[src/rtl/core/tlv_section_indexer_assert.svh]
// Assertion helpers shared by the section indexer modules.
`ifndef TLV_SECTION_INDEXER_ASSERT_SVH
`define TLV_SECTION_INDEXER_ASSERT_SVH

// Same-cycle implication, disabled while reset is asserted.
`define TSI_ASSERT_NOW(label, clk, rstn, ante, cons) \
  label: assert property (@(posedge clk) disable iff (!rstn) (ante) |-> (cons)) \
    else $error("tsi: same-cycle check failed");

// Next-cycle implication, disabled while reset is asserted.
`define TSI_ASSERT_NEXT(label, clk, rstn, ante, cons) \
  label: assert property (@(posedge clk) disable iff (!rstn) (ante) |=> (cons)) \
    else $error("tsi: next-cycle check failed");

`endif

[src/rtl/core/tsi_pkg.sv]
`default_nettype none

package tsi_pkg;

  localparam int unsigned NumSections = 4;
  localparam int unsigned IdW         = 32;
  localparam int unsigned SecW        = $clog2(NumSections);
  localparam int unsigned HdrLanes    = 7;   // header bytes held before the last one arrives
  localparam int unsigned FifoDepth   = 2;

  localparam logic [2:0] KindReport = 3'd4;

  typedef enum logic [1:0] {
    StatusOk      = 2'd0,
    StatusFormat  = 2'd1,
    StatusMissing = 2'd2
  } status_e;

  typedef logic [NumSections-1:0][IdW-1:0] id_array_t;

  typedef struct packed {
    logic [2:0]      kind;
    logic [31:0]     payload_offset;
    logic [31:0]     payload_size;
    status_e         status;
    logic [SecW-1:0] missing_section;
    logic            last;
  } result_t;

  // Results produced by one step, in delivery order.
  typedef struct packed {
    logic [1:0] n;
    result_t    a;
    result_t    b;
  } push_t;

endpackage

`default_nettype wire

[src/rtl/core/tsi_parser.sv]
`default_nettype none

module tsi_parser
  import tsi_pkg::*;
(
  input  logic       clk_i,
  input  logic       rst_ni,
  input  id_array_t  section_id_i,
  input  logic       step_valid_i,
  input  logic [7:0] data_byte_i,
  input  logic       has_byte_i,
  input  logic       end_of_file_i,
  input  logic [1:0] free_slots_i,
  output logic       consume_o,
  output push_t      push_o
);

  logic [31:0]     pos_q, pos_d;
  logic            in_payload_q, in_payload_d;
  logic [2:0]      count_q, count_d;
  logic [31:0]     rem_q, rem_d;
  logic [NumSections-1:0] found_q, found_d;
  logic [7:0]      hdr_q [HdrLanes];

  logic [31:0]     hdr_id, hdr_size;
  logic            hit;
  logic [SecW-1:0] hit_idx;
  logic            match_fire;
  logic            payload_nx;
  logic [2:0]      count_nx;
  logic [NumSections-1:0] found_nx;
  status_e         rep_status;
  logic [SecW-1:0] rep_miss;
  logic [1:0]      n_res;
  result_t         res_match, res_rep;

  assign hdr_id   = {hdr_q[3], hdr_q[2], hdr_q[1], hdr_q[0]};
  assign hdr_size = {data_byte_i, hdr_q[6], hdr_q[5], hdr_q[4]};

  // First matching register wins.
  always_comb begin
    hit     = 1'b0;
    hit_idx = '0;
    for (int s = 0; s < NumSections; s++) begin
      if (!hit && hdr_id == section_id_i[s]) begin
        hit     = 1'b1;
        hit_idx = SecW'(s);
      end
    end
  end

  assign match_fire = has_byte_i && !in_payload_q && (count_q == 3'd7) && hit;

  // Byte part of the step.
  always_comb begin
    payload_nx = in_payload_q;
    count_nx   = count_q;
    found_nx   = found_q;
    rem_d      = rem_q;
    if (has_byte_i) begin
      if (in_payload_q) begin
        rem_d = rem_q - 32'd1;
        if (rem_q == 32'd1) begin
          payload_nx = 1'b0;
        end
      end else if (count_q == 3'd7) begin
        count_nx   = '0;
        rem_d      = hdr_size;
        payload_nx = (hdr_size != 32'd0);
        if (hit) begin
          found_nx[hit_idx] = 1'b1;
        end
      end else begin
        count_nx = count_q + 3'd1;
      end
    end
  end

  // End-of-file verdict: truncation outranks missing sections.
  always_comb begin
    rep_status = StatusOk;
    rep_miss   = '0;
    if (payload_nx || count_nx != 3'd0) begin
      rep_status = StatusFormat;
    end else begin
      for (int s = NumSections - 1; s >= 0; s--) begin
        if (!found_nx[s]) begin
          rep_status = StatusMissing;
          rep_miss   = SecW'(s);
        end
      end
    end
  end

  always_comb begin
    res_match                 = '0;
    res_match.kind            = 3'(hit_idx);
    res_match.payload_offset  = pos_q + 32'd1;
    res_match.payload_size    = hdr_size;
    res_match.status          = StatusOk;
    res_rep                   = '0;
    res_rep.kind              = KindReport;
    res_rep.status            = rep_status;
    res_rep.missing_section   = rep_miss;
    res_rep.last              = 1'b1;
  end

  assign n_res     = {1'b0, match_fire} + {1'b0, end_of_file_i};
  assign consume_o = step_valid_i && (n_res <= free_slots_i);

  always_comb begin
    push_o.n = consume_o ? n_res : 2'd0;
    push_o.a = match_fire ? res_match : res_rep;
    push_o.b = res_rep;
  end

  // Commit the step; an end marker drops all stream state.
  always_comb begin
    pos_d        = pos_q;
    in_payload_d = in_payload_q;
    count_d      = count_q;
    found_d      = found_q;
    if (consume_o) begin
      if (end_of_file_i) begin
        pos_d        = '0;
        in_payload_d = 1'b0;
        count_d      = '0;
        found_d      = '0;
      end else begin
        pos_d        = has_byte_i ? pos_q + 32'd1 : pos_q;
        in_payload_d = payload_nx;
        count_d      = count_nx;
        found_d      = found_nx;
      end
    end
  end

  always_ff @(posedge clk_i or negedge rst_ni) begin
    if (!rst_ni) begin
      pos_q        <= '0;
      in_payload_q <= 1'b0;
      count_q      <= '0;
      rem_q        <= '0;
      found_q      <= '0;
    end else begin
      pos_q        <= pos_d;
      in_payload_q <= in_payload_d;
      count_q      <= count_d;
      found_q      <= found_d;
      if (consume_o && !end_of_file_i) begin
        rem_q <= rem_d;
      end else if (consume_o) begin
        rem_q <= '0;
      end
    end
  end

  // Header lanes are each written once per header, so they need no clear.
  always_ff @(posedge clk_i) begin
    for (int l = 0; l < HdrLanes; l++) begin
      if (consume_o && has_byte_i && !in_payload_q && count_q == 3'(l)) begin
        hdr_q[l] <= data_byte_i;
      end
    end
  end

`include "tlv_section_indexer_assert.svh"

  `TSI_ASSERT_NOW(a_two_results_order, clk_i, rst_ni, push_o.n == 2'd2, !push_o.a.last && push_o.b.last)
  `TSI_ASSERT_NEXT(a_eof_clears, clk_i, rst_ni, consume_o && end_of_file_i, pos_q == 32'd0 && !in_payload_q && count_q == 3'd0 && found_q == '0)
  `TSI_ASSERT_NOW(a_payload_phase, clk_i, rst_ni, in_payload_q, count_q == 3'd0 && rem_q != 32'd0)

endmodule

`default_nettype wire

[src/rtl/core/tsi_result_fifo.sv]
`default_nettype none

module tsi_result_fifo
  import tsi_pkg::*;
(
  input  logic       clk_i,
  input  logic       rst_ni,
  input  push_t      push_i,
  output logic [1:0] free_slots_o,
  output logic       valid_o,
  input  logic       ready_i,
  output result_t    data_o
);

  result_t    slot_q [FifoDepth];
  result_t    slot_d [FifoDepth];
  logic [1:0] count_q, count_d;
  logic [1:0] kept;
  logic       pop;
  logic [2:0] fill_sum;

  assign valid_o      = (count_q != 2'd0);
  assign data_o       = slot_q[0];
  assign free_slots_o = 2'(FifoDepth) - count_q;
  assign pop          = valid_o && ready_i;
  assign kept         = count_q - {1'b0, pop};
  assign count_d      = kept + push_i.n;
  assign fill_sum     = {1'b0, count_q} + {1'b0, push_i.n};

  // Shift the survivor to the head, then append new results.
  always_comb begin
    slot_d[0] = slot_q[0];
    slot_d[1] = slot_q[1];
    case (kept)
      2'd0: begin
        slot_d[0] = push_i.a;
        slot_d[1] = push_i.b;
      end
      2'd1: begin
        slot_d[0] = pop ? slot_q[1] : slot_q[0];
        slot_d[1] = push_i.a;
      end
      default: ;
    endcase
  end

  always_ff @(posedge clk_i or negedge rst_ni) begin
    if (!rst_ni) begin
      count_q <= '0;
    end else begin
      count_q <= count_d;
    end
  end

  always_ff @(posedge clk_i) begin
    slot_q[0] <= slot_d[0];
    slot_q[1] <= slot_d[1];
  end

`include "tlv_section_indexer_assert.svh"

  `TSI_ASSERT_NOW(a_no_overflow, clk_i, rst_ni, 1'b1, fill_sum <= 3'd2)
  `TSI_ASSERT_NOW(a_count_range, clk_i, rst_ni, 1'b1, count_q <= 2'd2)
  `TSI_ASSERT_NEXT(a_full_holds, clk_i, rst_ni, count_q == 2'd2 && !pop,
                   $stable(slot_q[0]) && $stable(slot_q[1]))

endmodule

`default_nettype wire

[src/rtl/core/tlv_section_indexer.sv]
`default_nettype none

// Channel  | Dir | Handshake              | Contents
// s_axis   | in  | tvalid / tready        | one file byte, byte flag, end of file
// m_axis   | out | tvalid / tready        | match result or end-of-file report
// cfg      | in  | cfg_valid / cfg_ready  | section identifier register writes
//
// One byte per cycle sustained while the result buffer has room. A result is
// offered once its byte has passed the input register and landed in the buffer.
// A byte that both closes a matching header and ends the file yields two
// results and needs the result buffer empty, so it may wait for the
// previous result to leave, and the next result-bearing byte waits behind it.
// Reset clears the stream state, the buffer count and the identifier registers.
// Input and output stall independently; the input register holds while the
// buffer lacks room for the results of the waiting transaction.

module tlv_section_indexer
  import tsi_pkg::*;
(
  input  logic            clk_i,
  input  logic            rst_ni,
  // Input stream
  input  logic            s_axis_tvalid_i,
  output logic            s_axis_tready_o,
  input  logic [7:0]      s_axis_tdata_i,  // [7:0] data_byte
  input  logic            s_axis_tuser_i,  // [0] has_byte
  input  logic            s_axis_tlast_i,  // end_of_file
  // Result stream
  output logic            m_axis_tvalid_o,
  input  logic            m_axis_tready_i,
  // [31:0] payload_offset, [63:32] payload_size, [65:64] status,
  // [67:66] missing_section, [71:68] zero
  output logic [71:0]     m_axis_tdata_o,
  output logic [2:0]      m_axis_tuser_o,  // [2:0] kind
  output logic            m_axis_tlast_o,  // last
  // Configuration writes
  input  logic            cfg_valid_i,
  output logic            cfg_ready_o,
  input  logic [SecW-1:0] cfg_index_i,
  input  logic [IdW-1:0]  cfg_data_i
);

  // Identifier registers, reset to zero.
  id_array_t  section_id_q;

  // Input register holding one accepted transaction.
  logic       in_valid_q;
  logic [7:0] in_byte_q;
  logic       in_has_q;
  logic       in_eof_q;

  logic       s_accept;
  logic       consume;
  logic [1:0] free_slots;
  push_t      push;
  result_t    head;

  assign cfg_ready_o = 1'b1;

  always_ff @(posedge clk_i or negedge rst_ni) begin
    if (!rst_ni) begin
      section_id_q <= '0;
    end else if (cfg_valid_i) begin
      section_id_q[cfg_index_i] <= cfg_data_i;
    end
  end

  // Take a new transaction whenever the register is empty or drains this cycle.
  assign s_axis_tready_o = !in_valid_q || consume;
  assign s_accept        = s_axis_tvalid_i && s_axis_tready_o;

  always_ff @(posedge clk_i or negedge rst_ni) begin
    if (!rst_ni) begin
      in_valid_q <= 1'b0;
    end else if (s_accept) begin
      in_valid_q <= 1'b1;
    end else if (consume) begin
      in_valid_q <= 1'b0;
    end
  end

  // Payload needs no reset.
  always_ff @(posedge clk_i) begin
    if (s_accept) begin
      in_byte_q <= s_axis_tdata_i;
      in_has_q  <= s_axis_tuser_i;
      in_eof_q  <= s_axis_tlast_i;
    end
  end

  // Header assembly, identifier match and end-of-file verdict.
  tsi_parser u_parser (
    .clk_i         (clk_i),
    .rst_ni        (rst_ni),
    .section_id_i  (section_id_q),
    .step_valid_i  (in_valid_q),
    .data_byte_i   (in_byte_q),
    .has_byte_i    (in_has_q),
    .end_of_file_i (in_eof_q),
    .free_slots_i  (free_slots),
    .consume_o     (consume),
    .push_o        (push)
  );

  // Result register: two entries so a match and its report can land together.
  tsi_result_fifo u_results (
    .clk_i        (clk_i),
    .rst_ni       (rst_ni),
    .push_i       (push),
    .free_slots_o (free_slots),
    .valid_o      (m_axis_tvalid_o),
    .ready_i      (m_axis_tready_i),
    .data_o       (head)
  );

  assign m_axis_tdata_o = {4'b0000, head.missing_section, head.status,
                           head.payload_size, head.payload_offset};
  assign m_axis_tuser_o = head.kind;
  assign m_axis_tlast_o = head.last;

endmodule

`default_nettype wire
[config.mk]
export PLATFORM = sky130hd
export DESIGN_NAME = tlv_section_indexer
export DESIGN_NICKNAME = d
export VERILOG_FILES = /design/src/rtl/core/tsi_pkg.sv /design/src/rtl/core/tsi_parser.sv /design/src/rtl/core/tsi_result_fifo.sv /design/src/rtl/core/tlv_section_indexer.sv
export VERILOG_INCLUDE_DIRS = /design/src /design/src/rtl/core
export SDC_FILE = /design/constraint.sdc
export NUM_CORES = 1
export LEC_CHECK = 0
export BUFFER_PORTS_ARGS = -buffer_cell sky130_fd_sc_hd__buf_2
export CAP_MARGIN = 20
export CORE_MARGIN = 2
export CORE_UTILIZATION = 55
export DETAILED_ROUTE_END_ITERATION = 10
export PLACE_DENSITY = 0.77
export SYNTH_ARGS = -nofsm -noshare
export SYNTH_HDL_FRONTEND = slang
export SYNTH_HIERARCHICAL = 1
export SYNTH_SLANG_ARGS = --single-unit
[constraint.sdc]
create_clock -name clk_i -period 12.7 [get_ports clk_i]
set_input_delay 0 -clock clk_i [delete_from_list [all_inputs] [get_ports clk_i]]
set_output_delay 0 -clock clk_i [all_outputs]
set_load 0.02 [all_outputs]
==> out/qor.yml <==
drive_gt1_share_pct: 29.1
gp_congestion: 0.913
fin_nets: 1776
io_pins: 128
ys.flop_type: "edfxtp_1"
r2r_cells: 14
grt_overflow_total: 0
avgViaCountPerCell: 5.58
via_count: 12600
cp.arrival_ns: 5.49
tns_ns: 0
synthArstFlopShare_pct: 49.2
cts_tree: "done"
synthesis.area_um2: 21100
placed_cells: 2132
stdcell_count: 2257
cp-end-kind: "register"
ys_top_cells_by_area: "edfxtp_1 (30%), dfrtp_1 (24%), mux2_2 (11%)"
p_switching_uw: 1870
start_kind: "register"
yosysTopAreaCellShare_pct: 29.9
fmax_mhz: 198
p_int_uw: 3640
grt_pass1_vias: 12900
fillers: 2913
hpwlAfterDp_mm: 30.0
clockBufferDepth: 3
wl_per_cell_um: 20.2
die_w_um: 200
power_density_nw_per_um2: 236
utilization_pct: 61.9
crit_end: "u_parser/rem_q[13]$_DFFE_PN0P_"
final-seq-area_um2: 11400
synth-seq-cells: 413
cts.sinks: 413
htree_num_levels: 2
clk_latency_ns: 0.57
p_comb_share_pct: 34.4
slew_violations: 0
synth_common_cells: "edfxtp_1 (210), mux2_2 (210), dfrtp_1 (203), xor2_1 (153), buf_4 (151)"
io_buffer_count: 122
worst_hold_slack_ns: 0.0307
ir_drop_mv: 0.150
num_antenna_cells: 0
synth_edf_count: 210
setup_violations: 0
hold_path_class: "primary input to asynchronous set/reset pin"
r2r_start: "u_parser/hdr_q[1][6]$_DFFE_PP_"
pwr-share-clk_pct: 24.4
multi_input_area_um2: 8440
dieArea_um2: 39900
seq_area_frac_synth_pct: 54.1
start_util_pct: 55.9
synth_area_leader_cell: "edfxtp_1"
seqPwrFrac_pct: 41.2
cts_setup_buffers: 0
r2r-end: "u_parser/rem_q[13]$_DFFE_PN0P_"
preCtsSetupSlack_ns: 7.24
syn_area_per_cell_um2: 12.9
period_needed_ns: 5.04
netSwitchingFraction_pct: 33.9
r2r_setup_slack_ns: 7.66
grt_pass1_wl_mm: 71.8
areaGrowthSynthToFinish_pct: 10.7
grt_max_degree: 75
status: "finished clean"
fp-row-count: 71
rsz0062_at_grt: "no"
netlist_instances: 1630
drt_pre_antenna_iters: 6
clk_transition_reported_paths_ns: 0.06
cts_made_buffers: 44
cp_max_fo: 68
core_um2: 37700
track_usage_pct: 23.5
drtIter0Drc: 973
setup_slack_ns: 7.66
cap_violations: 0
cp-startpoint: "u_parser/hdr_q[1][6]$_DFFE_PP_"
synth_cell_type_count: 64
worstSetupPathType: "register to register"
finalCritPeriodShare_pct: 39.7
tightest_slew_ns: 1.05
maxSlewHeadroom_pct: 29.9
drt_wl_total_mm: 45.7
drc: 0
total_leakage_power_uw: 0.00972
finClkSkew_ns: 0.0167
ant_nets: 0
cp.required_ns: 13.15
ys_warn_count: 6
hold_viol: 0
antenna_found_initial: 1
dieHeight_um: 200
cts-root-buf: "clkbuf_16"
## worst min-delay path by stage
stage | slack (ns) | depth (start not counted) | to | from
2_1_floorplan | -0.30 | 0 | in_valid_q$_DFFE_PN0P_ | rst_ni
3_3_place_gp | 0.004 | 1 | section_id_q[1]$_DFFE_PN0P_ | rst_ni
3_5_place_dp | 0.007 | 1 | section_id_q[44]$_DFFE_PN0P_ | rst_ni
4_1_cts | 0.03 | 3 | section_id_q[3]$_DFFE_PN0P_ | rst_ni
5_1_grt | 0.06 | 3 | section_id_q[76]$_DFFE_PN0P_ | rst_ni
6_report | 0.03 | 3 | section_id_q[108]$_DFFE_PN0P_ | rst_ni
## stage by stage
step           instance area (µm²)  total power (µW)
3_3_place_gp                 21300              4100
5_1_grt                      23300              5780
6_report                     23300              5510
3_5_place_dp                 21300              4170
2_1_floorplan                21300              3840
4_1_cts                      23300              5540
## registers in the layout (all words and copies together) (netlist names), 2 cells and up
name / count
u_parser/pos_q: 32
u_results/count_q: 2
u_results/slot_q: 144
u_parser/count_q: 3
u_parser/found_q: 4
u_parser/rem_q: 32
u_parser/hdr_q: 56
in_byte_q: 8
section_id_q: 128
## power by group through the flow
stage,combinational [µW],sequential (µW),clock [µW]
final,1890,2270,1350
after global routing,2040,2320,1420
after CTS,1900,2270,1360
after detailed placement,1880,2290,0
after global placement,1830,2270,0
after floorplan,1610,2230,0
## cells in the final DEF, fill, tap and decap left out, drive strengths merged, types with 3 or more instances in the layout
master	synthesis	final
a22o	31	31
or2	5	5
nor2b	7	7
nand3b	6	6
and2	66	66
dlygate4sd3	0	44
clkinv	0	10
nand4	14	14
xnor2	33	33
or4	7	7
a21oi	38	38
o21ai	53	53
ha	14	14
edfxtp	210	210
nor4	52	52
nand2b	3	3
xor2	154	154
or3	4	4
inv	19	19
bufinv	0	5
nor2	75	75
a31oi	8	8
o31ai	14	14
nor3	12	12
dfrtp	203	203
clkbuf	41	64
buf	176	140
and3	18	18
nand2	40	40
conb	4	73
mux2	272	272
a21o	6	6
nand3	22	22
## worst max-delay path, stage by stage, from the launching register on
cell and delay, ns:
edfxtp_1 0.48, xor2_1 0.22, nor4_1 0.49, nand4_1 0.25
nor2_1 0.32, o41a_2 0.25, buf_12 0.27, ha_1 0.22
ha_1 0.24, nor2b_1 0.13, o21ai_1 0.20, and2_1 0.51
o21ai_2 0.36, or2_2 0.65, a22o_1 0.34
## timing repair
| item | CTS | global route |
|---|---|---|
| hold buffers | 45 | 0 |
| resized for setup | 0 | 0 |
| endpoints found under the hold margin | 195 | 0 |
## final cells by class
cell class	instances	area share, %
clock buffers	63	5.67
flip-flops and latches	413	48.9
well taps	511	2.74
repair buffers	185	5.33
multi-input cells	1050	36.2
clock inverters	16	0.880
inverters	19	0.306
## cells by family (layout without fill, tap and decap cells)
group / after synthesis / in the layout / synth area share [%]
XOR/XNOR: 187 / 187 / 7.81
AO/OA/AOI/OAI: 163 / 163 / 4.94
flip-flops: 413 / 413 / 54.1
AND/OR/NAND/NOR: 341 / 341 / 9.39
other: 4 / 73 / 0.0713
adder cells (fa/ha/maj): 14 / 14 / 0.832
multiplexers: 272 / 272 / 15.6
buffers and inverters: 236 / 283 / 7.26
## routing by layer
layer / vias to the layer above / GRT usage (%) / routed length (µm)
met3: 90 / 4.05 / 2610
li1: 5791 / - / -
met4: 2 / 7.76 / 1330
met2: 368 / 38.6 / 21700
met1: 6344 / 31.8 / 20000
met5: - / 0 / 13
(Power assumes the default switching activity.)
